## config.mk

```make
export PLATFORM = sky130hd
export DESIGN_NAME = crc_codeword_byte_encoder_unit
export DESIGN_NICKNAME = d
export VERILOG_FILES = /design/src/design/ccbe_pkg.sv /design/src/design/ccbe_front.sv /design/src/design/ccbe_fifo.sv /design/src/design/ccbe_back.sv /design/src/design/crc_codeword_byte_encoder_unit.sv
export VERILOG_INCLUDE_DIRS = /design/src /design/src/design
export SDC_FILE = /design/constraint.sdc
export NUM_CORES = 1
export LEC_CHECK = 0
export BUFFER_PORTS_ARGS = -buffer_cell sky130_fd_sc_hd__buf_2
export CAP_MARGIN = 10
export CORE_MARGIN = 5
export CORE_UTILIZATION = 44
export DETAILED_ROUTE_END_ITERATION = 6
export PLACE_DENSITY_LB_ADDON = 0.12
export SLEW_MARGIN = 20
export SYNTH_ARGS = -nofsm -noshare
export SYNTH_HDL_FRONTEND = slang
export SYNTH_HIERARCHICAL = 1
export SYNTH_SLANG_ARGS = --single-unit
```

## constraint.sdc

```tcl
create_clock -name clk -period 9.2 [get_ports clk]
set_input_delay 0.46 -clock clk [delete_from_list [all_inputs] [get_ports clk]]
set_output_delay 0.46 -clock clk [all_outputs]
set_load 0.02 [all_outputs]
```

## src/design/assert_macros.svh

```systemverilog
// Assertion macros used by the top-level RTL file of the CRC codeword byte encoder.
`ifndef ASSERT_MACROS_SVH
`define ASSERT_MACROS_SVH

`ifndef SYNTHESIS

`define ASSERT_PROP(lbl, clk, rst_n, prop, msg) \
	lbl: assert property (@(posedge clk) disable iff (!rst_n) prop) \
		else $error(msg);

`define ASSERT_NEVER(lbl, clk, rst_n, cond, msg) \
	`ASSERT_PROP(lbl, clk, rst_n, !(cond), msg)

`else

`define ASSERT_PROP(lbl, clk, rst_n, prop, msg)

`define ASSERT_NEVER(lbl, clk, rst_n, cond, msg)

`endif

`endif

```

## src/design/ccbe_pkg.sv

```systemverilog
// Shared constants and types of the CRC codeword byte encoder.
`default_nettype none

package ccbe_pkg;

	localparam int DEF_MAX_GEN_LEN = 17;
	localparam int BYTE_BITS       = 8;
	localparam int CFG_GEN_W       = 17;
	localparam int GEN_LEN_W       = 5;
	localparam int CFG_DATA_W      = 17;
	localparam int CFG_IDX_W       = 2;

	localparam logic [CFG_IDX_W-1:0] CFG_IDX_GEN_BITS = 2'd0;
	localparam logic [CFG_IDX_W-1:0] CFG_IDX_GEN_LEN  = 2'd1;
	localparam logic [CFG_IDX_W-1:0] CFG_IDX_MODE     = 2'd2;

	localparam logic [CFG_GEN_W-1:0] RST_GEN_BITS = 17'd11;
	localparam logic [GEN_LEN_W-1:0] RST_GEN_LEN  = 5'd4;
	localparam logic                 RST_MODE     = 1'b1;

	localparam logic [7:0] ASCII_ZERO = 8'd48;

	// classification of one queued item
	typedef struct packed {
		logic       hdr;   // header byte goes out before this item
		logic       mode;  // 1: whole byte, 0: two nibbles
		logic [2:0] pad;   // leading zero bits
	} ent_ctrl_t;

endpackage

`default_nettype wire

```

## src/design/ccbe_front.sv

```systemverilog
// Front end: accepts bytes, computes CRC remainders and classifies each item.
`default_nettype none

module ccbe_front #(
	parameter int MAX_GEN_LEN = ccbe_pkg::DEF_MAX_GEN_LEN
) (
	input  wire logic                            clk,
	input  wire logic                            arst_n,
	input  wire logic                            accept,
	input  wire logic [7:0]                      data_byte,
	input  wire logic [ccbe_pkg::CFG_GEN_W-1:0]  generator_bits,
	input  wire logic [ccbe_pkg::GEN_LEN_W-1:0]  gen_len,
	input  wire logic                            dataword_mode,
	output ccbe_pkg::ent_ctrl_t                  ctrl,
	output logic [$clog2(MAX_GEN_LEN)-1:0]       rbits,
	output logic [$clog2(((2*(MAX_GEN_LEN+3))+7)/8)-1:0] last_idx,
	output logic [MAX_GEN_LEN-2:0]               rem_a,
	output logic [MAX_GEN_LEN-2:0]               rem_b
);

	localparam int R    = MAX_GEN_LEN - 1;
	localparam int RBW  = $clog2(MAX_GEN_LEN);
	localparam int NB   = ((2 * (MAX_GEN_LEN + 3)) + 7) / ccbe_pkg::BYTE_BITS;
	localparam int IDXW = $clog2(NB);
	localparam int TW   = $clog2(NB * ccbe_pkg::BYTE_BITS + 8);

	logic            first_pending_q;
	logic [4:0]      len_m1;
	logic [R-1:0]    gen_r;
	logic [R-1:0]    low_mask;
	logic [R-1:0]    poly_al;
	logic [RBW-1:0]  shamt;
	logic [R-1:0]    ra, rb;
	logic            fb_a, fb_b;
	logic [TW-1:0]   total;
	logic [TW-1:0]   nbytes;

	for (genvar gi = 0; gi < R; gi++) begin : g_gen
		if (gi < ccbe_pkg::CFG_GEN_W) begin : g_bit
			assign gen_r[gi] = generator_bits[gi];
		end else begin : g_zero
			assign gen_r[gi] = 1'b0;
		end
	end

	// clamp the generator length, remainder width is length minus one
	always_comb begin
		len_m1 = gen_len - 5'd1;
		if (gen_len < 5'd2) begin
			rbits = RBW'(1);
		end else if (32'(gen_len) > 32'(MAX_GEN_LEN)) begin
			rbits = RBW'(R);
		end else begin
			rbits = RBW'(len_m1);
		end
	end

	// remainder kept left-aligned so the shift-in position is fixed;
	// the generator's top bit never reaches the remainder
	always_comb begin
		for (int i = 0; i < R; i++) begin
			low_mask[i] = (RBW'(i) < rbits);
		end
		shamt   = RBW'(R) - rbits;
		poly_al = (gen_r & low_mask) << shamt;
	end

	always_comb begin
		ra   = '0;
		rb   = '0;
		fb_a = 1'b0;
		fb_b = 1'b0;
		if (dataword_mode) begin
			for (int k = 7; k >= 0; k--) begin
				fb_a = data_byte[k] ^ ra[R-1];
				ra   = (ra << 1) ^ ({R{fb_a}} & poly_al);
			end
		end else begin
			for (int k = 3; k >= 0; k--) begin
				fb_a = data_byte[k+4] ^ ra[R-1];
				fb_b = data_byte[k] ^ rb[R-1];
				ra   = (ra << 1) ^ ({R{fb_a}} & poly_al);
				rb   = (rb << 1) ^ ({R{fb_b}} & poly_al);
			end
		end
		rem_a = ra >> shamt;
		rem_b = rb >> shamt;
	end

	always_comb begin
		if (dataword_mode) begin
			total = TW'(8) + TW'(rbits);
		end else begin
			total = TW'(8) + (TW'(rbits) << 1);
		end
		nbytes        = (total + TW'(7)) >> 3;
		last_idx      = IDXW'(nbytes - TW'(1));
		ctrl.hdr      = first_pending_q;
		ctrl.mode     = dataword_mode;
		ctrl.pad      = 3'd0 - total[2:0];
	end

	always_ff @(posedge clk or negedge arst_n) begin
		if (!arst_n) begin
			first_pending_q <= 1'b1;
		end else if (accept) begin
			first_pending_q <= 1'b0;
		end
	end

endmodule

`default_nettype wire

```

## src/design/ccbe_fifo.sv

```systemverilog
// Two-entry queue between the front end and the byte serializer.
`default_nettype none

module ccbe_fifo #(
	parameter int WIDTH = 8
) (
	input  wire logic             clk,
	input  wire logic             arst_n,
	input  wire logic             wr_en,
	input  wire logic [WIDTH-1:0] wr_data,
	input  wire logic             rd_en,
	output logic [WIDTH-1:0]      rd_data,
	output logic                  full,
	output logic                  not_empty
);

	logic [WIDTH-1:0] mem_q [2];
	logic             wr_ptr_q;
	logic             rd_ptr_q;
	logic [1:0]       count_q;

	assign full      = (count_q == 2'd2);
	assign not_empty = (count_q != 2'd0);
	assign rd_data   = mem_q[rd_ptr_q];

	always_ff @(posedge clk) begin
		if (wr_en) begin
			mem_q[wr_ptr_q] <= wr_data;
		end
	end

	always_ff @(posedge clk or negedge arst_n) begin
		if (!arst_n) begin
			wr_ptr_q <= 1'b0;
			rd_ptr_q <= 1'b0;
			count_q  <= 2'd0;
		end else begin
			if (wr_en) begin
				wr_ptr_q <= ~wr_ptr_q;
			end
			if (rd_en) begin
				rd_ptr_q <= ~rd_ptr_q;
			end
			case ({wr_en, rd_en})
				2'b10:   count_q <= count_q + 2'd1;
				2'b01:   count_q <= count_q - 2'd1;
				default: count_q <= count_q;
			endcase
		end
	end

endmodule

`default_nettype wire

```

## src/design/ccbe_back.sv

```systemverilog
// Back end: builds the codeword word of one item and sends it out byte by byte.
`default_nettype none

module ccbe_back #(
	parameter int MAX_GEN_LEN = ccbe_pkg::DEF_MAX_GEN_LEN
) (
	input  wire logic                                  clk,
	input  wire logic                                  arst_n,
	input  wire logic                                  q_not_empty,
	input  ccbe_pkg::ent_ctrl_t                        q_ctrl,
	input  wire logic [$clog2(MAX_GEN_LEN)-1:0]        q_rbits,
	input  wire logic [$clog2(((2*(MAX_GEN_LEN+3))+7)/8)-1:0] q_last_idx,
	input  wire logic [7:0]                            q_data,
	input  wire logic [MAX_GEN_LEN-2:0]                q_rem_a,
	input  wire logic [MAX_GEN_LEN-2:0]                q_rem_b,
	output logic                                       q_pop,
	input  wire logic                                  pop,
	output logic                                       empty,
	output logic [7:0]                                 out_byte,
	output logic                                       is_header,
	output logic                                       last
);

	localparam int RBW  = $clog2(MAX_GEN_LEN);
	localparam int NB   = ((2 * (MAX_GEN_LEN + 3)) + 7) / ccbe_pkg::BYTE_BITS;
	localparam int IDXW = $clog2(NB);
	localparam int VW   = NB * ccbe_pkg::BYTE_BITS;

	logic            busy_q;
	logic            hdr_q;
	logic [IDXW-1:0] idx_q;
	logic [VW-1:0]   word_q;
	logic [7:0]      hbyte_q;

	logic            at_end;
	logic            load;
	logic [RBW+2:0]  cw_len;
	logic [VW-1:0]   cw_hi, cw_lo, word_d;

	assign at_end = pop && !hdr_q && (idx_q == '0);
	assign load   = q_not_empty && (!busy_q || at_end);
	assign q_pop  = load;

	// codeword words are right-aligned: the pad zeros are the unused top bits
	always_comb begin
		cw_len = (RBW+3)'(q_rbits) + (RBW+3)'(4);
		if (q_ctrl.mode) begin
			cw_hi  = '0;
			cw_lo  = '0;
			word_d = (VW'(q_data) << q_rbits) | VW'(q_rem_a);
		end else begin
			cw_hi  = (VW'(q_data[7:4]) << q_rbits) | VW'(q_rem_a);
			cw_lo  = (VW'(q_data[3:0]) << q_rbits) | VW'(q_rem_b);
			word_d = (cw_hi << cw_len) | cw_lo;
		end
	end

	always_ff @(posedge clk) begin
		if (load) begin
			word_q  <= word_d;
			hbyte_q <= ccbe_pkg::ASCII_ZERO + {5'd0, q_ctrl.pad};
		end
	end

	always_ff @(posedge clk or negedge arst_n) begin
		if (!arst_n) begin
			busy_q <= 1'b0;
			hdr_q  <= 1'b0;
			idx_q  <= '0;
		end else if (load) begin
			busy_q <= 1'b1;
			hdr_q  <= q_ctrl.hdr;
			idx_q  <= q_last_idx;
		end else if (pop && busy_q) begin
			if (hdr_q) begin
				hdr_q <= 1'b0;
			end else if (idx_q == '0) begin
				busy_q <= 1'b0;
			end else begin
				idx_q <= idx_q - IDXW'(1);
			end
		end
	end

	assign empty     = !busy_q;
	assign is_header = hdr_q;
	assign last      = !hdr_q && (idx_q == '0);
	assign out_byte  = hdr_q ? hbyte_q : word_q[{idx_q, 3'b000} +: 8];

endmodule

`default_nettype wire

```

## src/design/crc_codeword_byte_encoder_unit.sv

```systemverilog
// CRC codeword byte encoder: top level with configuration registers.
//
// Input channel: present data_byte with push; the byte is taken at a clock
// edge where push is high and full is low. Each byte gives one codeword
// (whole-byte mode) or two joined nibble codewords, zero-padded in front to
// a byte boundary, sent MSB first as 2 to 5 bytes; two at the default
// length. The first item after reset is preceded by one header byte, the
// ASCII digit of its pad count (is_header high). last marks each item's
// final byte.
// Result channel: while empty is low the oldest byte is on out_byte; it is
// taken at an edge where pop is high. One byte leaves per cycle while pop
// stays high, also from one item's last byte to the next item's first.
// An item taken while idle is queued and then loaded into the serializer
// before its first byte is on out_byte. A two-entry queue between the
// remainder front end and the byte serializer keeps push open while results
// wait; when pop stays low the queue fills and full holds off the sender.
// Reset clears the queue and the serializer and rearms the header.
// Configuration: cfg_we writes register cfg_idx (0 generator bits, 1 generator
// length, 2 mode); the user, not the block, must use it only while the block is idle.
`default_nettype none

`include "assert_macros.svh"

module crc_codeword_byte_encoder_unit #(
	parameter int MAX_GEN_LEN = ccbe_pkg::DEF_MAX_GEN_LEN
) (
	input  wire logic                              clk,
	input  wire logic                              arst_n,
	input  wire logic                              push,
	output logic                                   full,
	input  wire logic [7:0]                        data_byte,
	output logic                                   empty,
	input  wire logic                              pop,
	output logic [7:0]                             out_byte,
	output logic                                   is_header,
	output logic                                   last,
	input  wire logic                              cfg_we,
	input  wire logic [ccbe_pkg::CFG_IDX_W-1:0]    cfg_idx,
	input  wire logic [ccbe_pkg::CFG_DATA_W-1:0]   cfg_wdata
);

	localparam int R    = MAX_GEN_LEN - 1;
	localparam int RBW  = $clog2(MAX_GEN_LEN);
	localparam int NB   = ((2 * (MAX_GEN_LEN + 3)) + 7) / ccbe_pkg::BYTE_BITS;
	localparam int IDXW = $clog2(NB);
	localparam int CW   = $bits(ccbe_pkg::ent_ctrl_t);
	localparam int FW   = CW + RBW + IDXW + 8 + 2 * R;

	logic [ccbe_pkg::CFG_GEN_W-1:0] gen_bits_q;
	logic [ccbe_pkg::GEN_LEN_W-1:0] gen_len_q;
	logic                           mode_q;

	logic                accept;
	ccbe_pkg::ent_ctrl_t f_ctrl, q_ctrl;
	logic [RBW-1:0]      f_rbits, q_rbits;
	logic [IDXW-1:0]     f_last_idx, q_last_idx;
	logic [R-1:0]        f_rem_a, f_rem_b, q_rem_a, q_rem_b;
	logic [7:0]          q_data;
	logic [FW-1:0]       q_wr_data, q_rd_data;
	logic                q_pop, q_not_empty;

	always_ff @(posedge clk or negedge arst_n) begin
		if (!arst_n) begin
			gen_bits_q <= ccbe_pkg::RST_GEN_BITS;
			gen_len_q  <= ccbe_pkg::RST_GEN_LEN;
			mode_q     <= ccbe_pkg::RST_MODE;
		end else if (cfg_we) begin
			case (cfg_idx)
				ccbe_pkg::CFG_IDX_GEN_BITS: gen_bits_q <= cfg_wdata;
				ccbe_pkg::CFG_IDX_GEN_LEN:  gen_len_q  <= cfg_wdata[ccbe_pkg::GEN_LEN_W-1:0];
				ccbe_pkg::CFG_IDX_MODE:     mode_q     <= cfg_wdata[0];
				default: ;
			endcase
		end
	end

	assign accept = push && !full;

	ccbe_front #(
		.MAX_GEN_LEN(MAX_GEN_LEN)
	) u_front (
		.clk           (clk),
		.arst_n        (arst_n),
		.accept        (accept),
		.data_byte     (data_byte),
		.generator_bits(gen_bits_q),
		.gen_len       (gen_len_q),
		.dataword_mode (mode_q),
		.ctrl          (f_ctrl),
		.rbits         (f_rbits),
		.last_idx      (f_last_idx),
		.rem_a         (f_rem_a),
		.rem_b         (f_rem_b)
	);

	assign q_wr_data = {f_ctrl, f_rbits, f_last_idx, data_byte, f_rem_a, f_rem_b};

	ccbe_fifo #(
		.WIDTH(FW)
	) u_fifo (
		.clk      (clk),
		.arst_n   (arst_n),
		.wr_en    (accept),
		.wr_data  (q_wr_data),
		.rd_en    (q_pop),
		.rd_data  (q_rd_data),
		.full     (full),
		.not_empty(q_not_empty)
	);

	assign {q_ctrl, q_rbits, q_last_idx, q_data, q_rem_a, q_rem_b} = q_rd_data;

	ccbe_back #(
		.MAX_GEN_LEN(MAX_GEN_LEN)
	) u_back (
		.clk        (clk),
		.arst_n     (arst_n),
		.q_not_empty(q_not_empty),
		.q_ctrl     (q_ctrl),
		.q_rbits    (q_rbits),
		.q_last_idx (q_last_idx),
		.q_data     (q_data),
		.q_rem_a    (q_rem_a),
		.q_rem_b    (q_rem_b),
		.q_pop      (q_pop),
		.pop        (pop),
		.empty      (empty),
		.out_byte   (out_byte),
		.is_header  (is_header),
		.last       (last)
	);

	// header byte is never an item's final byte
	`ASSERT_NEVER(a_hdr_not_last, clk, arst_n, !empty && is_header && last, "header marked last")
	// header digit is always '0' to '7'
	`ASSERT_PROP(a_hdr_digit, clk, arst_n, (!empty && is_header) |-> (out_byte[7:3] == 5'b00110), "bad header digit")
	// codeword bytes of the same item follow a header transfer
	`ASSERT_PROP(a_hdr_followed, clk, arst_n, (!empty && is_header && pop) |=> (!empty && !is_header), "no codeword after header")
	// an item taken while idle reaches the result side through the queue and the serializer register
	`ASSERT_PROP(a_idle_latency, clk, arst_n, (push && !full && empty) |-> ##2 !empty, "item lost in queue")

endmodule

`default_nettype wire
```

* After elaboration in Yosys (flattened, before gate mapping) *
Memories as Yosys holds them, arrays and structs flattened.
Cells that the tools add are included.

cells by class
  magnitude comparators = 18
  multiplexer cells = 20
  $add $sub $neg = 12
  bitwise gates (word level) = 39
  reductions and logical operators = 21
  shift-type cells = 8
  eq/ne operators = 7

operator list
  cell                                                                  count
  16-bit AND                                                            13
  16-bit bitwise XOR                                                    10
  40-bit by 16-bit OR with 40-bit output                                3
  4-bit by 5-bit << shifter with 40-bit output                          2
  4-bit by 5-bit < comparator with 1-bit output (first input constant)  8
  40-bit two-way mux                                                    1
  40-bit OR                                                             1
  40-bit by 7-bit indexed part select with 8-bit output                 1
  40-bit by 8-bit << shifter with 40-bit output                         1
  8-bit by 5-bit << shifter with 40-bit output                          1
  16-bit two-way mux                                                    2
  16-bit by 5-bit >> shifter with 16-bit output                         2
  3-bit by 5-bit < comparator with 1-bit output (first input constant)  4
  16-bit by 5-bit << shifter with 16-bit output                         1
  3-bit two-way mux                                                     4
  1-bit by 5-bit < comparator with 1-bit output (first input constant)  2
  2-bit by 5-bit < comparator with 1-bit output (first input constant)  2
  5-bit two-way mux                                                     2
  1-bit bitwise XOR                                                     10
  1-bit two-way mux                                                     8
  8-bit two-way mux                                                     1
  2-bit nonzero test                                                    4
  6-bit by 3-bit adder with 7-bit output (first input constant)         1
  4-bit by 5-bit adder with 6-bit output (first input constant)         1
  24 further kinds                                                      40

word-level totals
  word-level logic and storage cells = 138
  RAM bits = 106
  flip-flop bits (word level) = 80
  output and inout port bits = 12
  bits of input ports = 32
  memories kept = 1

memory list
  name          words  bits a word  rd ports  clocked after Yosys merged registers in  write ports  line             source
  u_fifo.mem_q  2      53           1         0                                        1            ccbe_fifo.sv:17  logic [WIDTH-1:0] mem_q [2];

* Depth between registers and ports, before layout *
  depth in word-level cells = 30
  depth in mapped cells = 34

* Hierarchy *
The synthesis kept the hierarchy.

modules (own cells, without submodules)
  module                          sequential area each (um^2)  area each (um^2)  times used  cells each
  ccbe_front                      26.3                         6886.6            1           1055
  ccbe_back                       1416.4                       5536.6            1           699
  ccbe_fifo                       3283.1                       4261.6            1           181
  crc_codeword_byte_encoder_unit  581.8                        895.9             1           51

* Worst setup path after synthesis *
Ideal clock, no wire load.

  path type = flip-flop to flip-flop
  from = reg gen_len_q[1] in the netlist's numbering
  to = mem u_fifo/mem_q[0][17] in the netlist's numbering (data pin)
  path slack = 1.435 ns
  arrival = 7.505 ns
  period minus slack after synthesis = 7.765 ns
  buffers on the path = 7
  required time = 8.940 ns
  setup time = 0.260 ns
  cell stages (with the launch flop) = 33
  path through = dfrtp_1 -> buf_2 -> inv_1 -> ha_1 -> nor2b_1 -> o311ai_4 -> inv_2 -> buf_2 -> buf_1 -> buf_1 -> clkbuf_1 -> ha_1 -> inv_1 -> nor3_1 -> a221oi_4 -> a311oi_2 -> and3_4 -> buf_6 -> o21ai_4 -> buf_6 -> a221o_1 -> a21oi_1 -> nor2_1 -> xnor2_2 -> nor3_1 -> o31ai_1 -> a21oi_1 -> xnor2_1 -> mux2_4 -> a2111oi_4 -> nand2b_1 -> nand3_1 -> a32o_1

between the ends
  word-level cells in the longest chain between the ends = 30

ends and longest elaborated chain
  item                                                                                                 line                                  source
  start: declaration                                                                                   crc_codeword_byte_encoder_unit.sv:50  logic [ccbe_pkg::GEN_LEN_W-1:0] gen_len_q;
  start signal: assignment                                                                             crc_codeword_byte_encoder_unit.sv:65  gen_len_q <= ccbe_pkg::RST_GEN_LEN;
  start signal: assignment                                                                             crc_codeword_byte_encoder_unit.sv:70  ccbe_pkg::CFG_IDX_GEN_LEN: gen_len_q <= cfg_wdata[ccbe_pkg::GEN_LEN_W-1:0];
  5-bit by 1-bit subtractor with 5-bit output / 5-bit greater-than comparator (equally long branches)  ccbe_front.sv:48, ccbe_front.sv:51
  5-bit two-way mux                                                                                    ccbe_front.sv:51                      end else if (32'(gen_len) > 32'(MAX_GEN_LEN)) begin
  5-bit two-way mux (*)                                                                                ccbe_front.sv:49                      if (gen_len < 5'd2) begin
  1-bit by 5-bit < comparator with 1-bit output, or another cell as far along                          ccbe_front.sv:62                      low_mask[i] = (RBW'(i) < rbits);
  16-bit AND                                                                                           ccbe_front.sv:65                      poly_al = (gen_r & low_mask) << shamt;
  16-bit by 5-bit << shifter with 16-bit output                                                        ccbe_front.sv:65
  16-bit AND                                                                                           ccbe_front.sv:76, ccbe_front.sv:82
  1-bit bitwise XOR                                                                                    ccbe_front.sv:75, ccbe_front.sv:80
  [... 15 more ...]                                                                                    --
  16-bit AND                                                                                           ccbe_front.sv:76                      ra = (ra << 1) ^ ({R{fb_a}} & poly_al);
  16-bit bitwise XOR                                                                                   ccbe_front.sv:76
  1-bit bitwise XOR                                                                                    ccbe_front.sv:75                      fb_a = data_byte[k] ^ ra[R-1];
  16-bit AND                                                                                           ccbe_front.sv:76
  16-bit bitwise XOR                                                                                   ccbe_front.sv:76
  16-bit two-way mux                                                                                   ccbe_front.sv:73                      if (dataword_mode) begin
  16-bit by 5-bit >> shifter with 16-bit output (*)                                                    ccbe_front.sv:86                      rem_a = ra >> shamt;
  named net f_rem_a[1]                                                                                 crc_codeword_byte_encoder_unit.sv:57  logic [R-1:0] f_rem_a, f_rem_b, q_rem_a, q_rem_b;
  end: declaration                                                                                     ccbe_fifo.sv:17

Mark *: on every way through the listed nets, which the timed path passes. The rest lies on a longest branch.

* Worst setup path after layout *
  from = reg gen_len_q[0] in the netlist's numbering
  to = mem u_fifo/mem_q[1][16] in the netlist's numbering (data pin)

The elaborated chain is that of the path after synthesis.

==> flow_metrics.py <==
metrics = {
    "status": {
        "status": "complete, but fails checks",
        "violations": "DRC",
    },
    "routing": {
        "drc": 2,
        "drtIter0Drc": 1802,
        "post_drt_wl_per_cell_um": 25.13,
        "viasPerCell": 6.697,
        "ant_nets": 0,
        "wl_um": 62360,
        "drt_pass1_iterations": 7,
        "num_vias": 16620,
    },
    "placed_design": {
        "place_congestion": 1.004,
        "dpl.hpwl_um": 46160,
        "post_dp_cell_area_um2": 18030,
        "dpl_worst_slack_ns": 0.4619,
        "portBuffers": 42,
    },
    "sta": {
        "tns_ns": 0,
        "post-route-min-period_ns": 8.655,
        "rsz0062_at_grt": "false",
        "maxClockFrequency_mhz": 115.5,
        "worst_pin_slew_ns": 1.121,
        "finalCritPeriodShare_pct": 94.08,
        "setup_viol": 0,
        "setup_slack_ns": 0.5449,
        "fin_skew_ns": 0.01138,
        "drv_slew": 0,
        "relSlewSlack_pct": 25.04,
        "hold_viol": 0,
    },
    "setup_path": {
        "worst_path_max_delay_cell": "or4_1",
        "rrSetupSlack_ns": 0.54,
        "endpoint": "u_fifo/mem_q[1][16]",
        "worstPathMaxFanout": 37,
        "r2r_start": "gen_len_q[0]",
        "crit_path_end_kind": "flip-flop",
        "reg2reg_depth": 24,
        "cp.arrival_ns": 8.95,
        "reg2reg_to": "u_fifo/mem_q[1][16]",
        "crit_type": "flip-flop to flip-flop",
        "slowest_delay_ns": 0.73,
        "start_kind": "flip-flop",
        "required_ns": 9.49,
        "crit_chain": "o21ai_0 > o21a_1 > nand3_1 > ha_1 > inv_1 > nand3_2 > nand2_2 > buf_4 > mux2_2 > a21o_1 > o21ai_1 > a221oi_1 > nor3_1 > nor2_1 > xnor2_2 > nor3_1 > or4_1 > a221o_1 > o2111a_1 > nor4_1 > mux2_4 > nand3_1 > a21oi_1 > a211o_1",
        "startpoint": "gen_len_q[0]",
    },
    "logic_synthesis": {
        "netlist_instances": 1984,
        "synth_fp_nets": 2027,
        "avgSynthCellArea_um2": 8.843,
        "synth_area_um2": 17540,
        "yosysWarnings": 6,
    },
    "cts": {
        "clkLatencyLatePin_ns": 0.43,
        "cts_sinks": 181,
        "cts_hold_buf": 0,
        "cts-buffers-inserted": 17,
        "cts_htree_levels": 4,
        "clockBufferDepth": 2,
        "cts_tree": "yes",
        "clkSlewWorstSetupHoldPaths_ns": 0.07,
        "cts_root_buf": "clkbuf_16",
    },
    "final_layout": {
        "layout-drive-gt1-share_pct": 15.65,
        "multi_input_area_um2": 11380,
        "fin_nets": 1985,
        "nFillCells": 3848,
        "area_delta_synth_final_pct": 6.333,
        "design_area_um2": 18660,
        "seqCellArea_um2": 5286,
    },
    "global_route": {
        "grt_pass1_wl_um": 94670,
        "grt_pass1_vias": 15470,
        "antenna_found_initial": 2,
        "grt_max_degree": 70,
        "grt_overflow": 0,
        "grt_usage_pct": 27.30,
    },
    "run": {
        "cap_violations": 0,
    },
    "min_path": {
        "hp-class": "primary input to asynchronous set/reset pin",
    },
    "die": {
        "core_um2": 39550,
        "num_rows": 73,
        "die_h_um": 209.7,
        "chipWidth_um": 209.7,
        "io_pins": 44,
        "die_area_um2": 43970,
        "start_util_pct": 44.36,
    },
}
registers in the layout (all words and copies together) (netlist names):
| register | count |
|---|---|
| mode_q | 1 |
| u_back/hbyte_q | 3 |
| gen_bits_q | 16 |
| gen_len_q | 5 |
| u_back/busy_q | 1 |
| u_fifo/mem_q | 106 |
| u_back/word_q | 40 |
| u_fifo/count_q | 2 |
| u_back/is_header | 1 |
| u_front/first_pending_q | 1 |
| u_fifo/rd_ptr_q | 1 |
| u_back/idx_q | 3 |
| u_fifo/wr_ptr_q | 1 |
critical path: cells and delay by family, from the launching register on:
kind | cells | cell delay (ns)
AOI/OAI and AO/OA | 9 | 2.85
xor gates and xnor gates | 1 | 0.51
adders and majority gates | 1 | 0.34
buffers and inverters | 2 | 0.60
DFF | 1 | 0.55
muxes | 2 | 0.73
and+or+nand+nor | 9 | 2.92
cell type report:
type	count	area share (%)
timing repair buffer	93	3.179
clock inverter	15	0.9792
tap	525	3.521
clock buffer	17	2.280
sequential	181	28.34
inverter	35	0.7042
multi-input combinational	1614	60.99
antenna	1	0.01341
layer usage:
layer  up-vias  share of wire, %  wire length [um]  track usage, %
li1       7502                 -                 -               -
met1      8057                40             25120           35.39
met2       852                48             29640           46.05
met3       203               6.8              4255           3.019
met4         2               5.3              3317           12.26
met5         -             0.032                20               0
what timing repair did:
item                       4_1_cts  5_1_grt
setup endpoints to repair        0       16
setup buffers                    0        2
gates resized for setup          0        1
worst min-delay path by stage:
stage	start	end	cells past startpoint
finish	arst_n	gen_bits_q[4]	1
global route	arst_n	gen_len_q[0]	1
CTS	arst_n	gen_bits_q[13]	1
detailed placement	u_fifo/count_q[1]	u_fifo/count_q[1]	1
global placement	u_fifo/count_q[1]	u_fifo/count_q[1]	1
floorplan	arst_n	gen_bits_q[10]	0
per-stage QoR:
step,utilization [%],hold WS (ns),cells
detailed placement,45.58,0.4766,2446
floorplan,-,0.1644,1984
CTS,47.12,0.09609,2478
finish,47.17,0.09964,2481
global route,47.17,0.1464,2481
global placement,45.58,0.4636,2446
placed cells by master, fill, tap and decap left out, drive strengths merged, types with 56 or more instances in the layout:
master / count
nand3: 56
o21ai: 123
mux2i: 56
nand2: 210
xnor2: 120
nor3: 64
edfxtp: 149
mux2: 92
buf: 93
a21oi: 110
nor2: 179
Power is not shown: default switching activity piles up to over one toggle a cycle in this logic, so the estimate is an artifact.
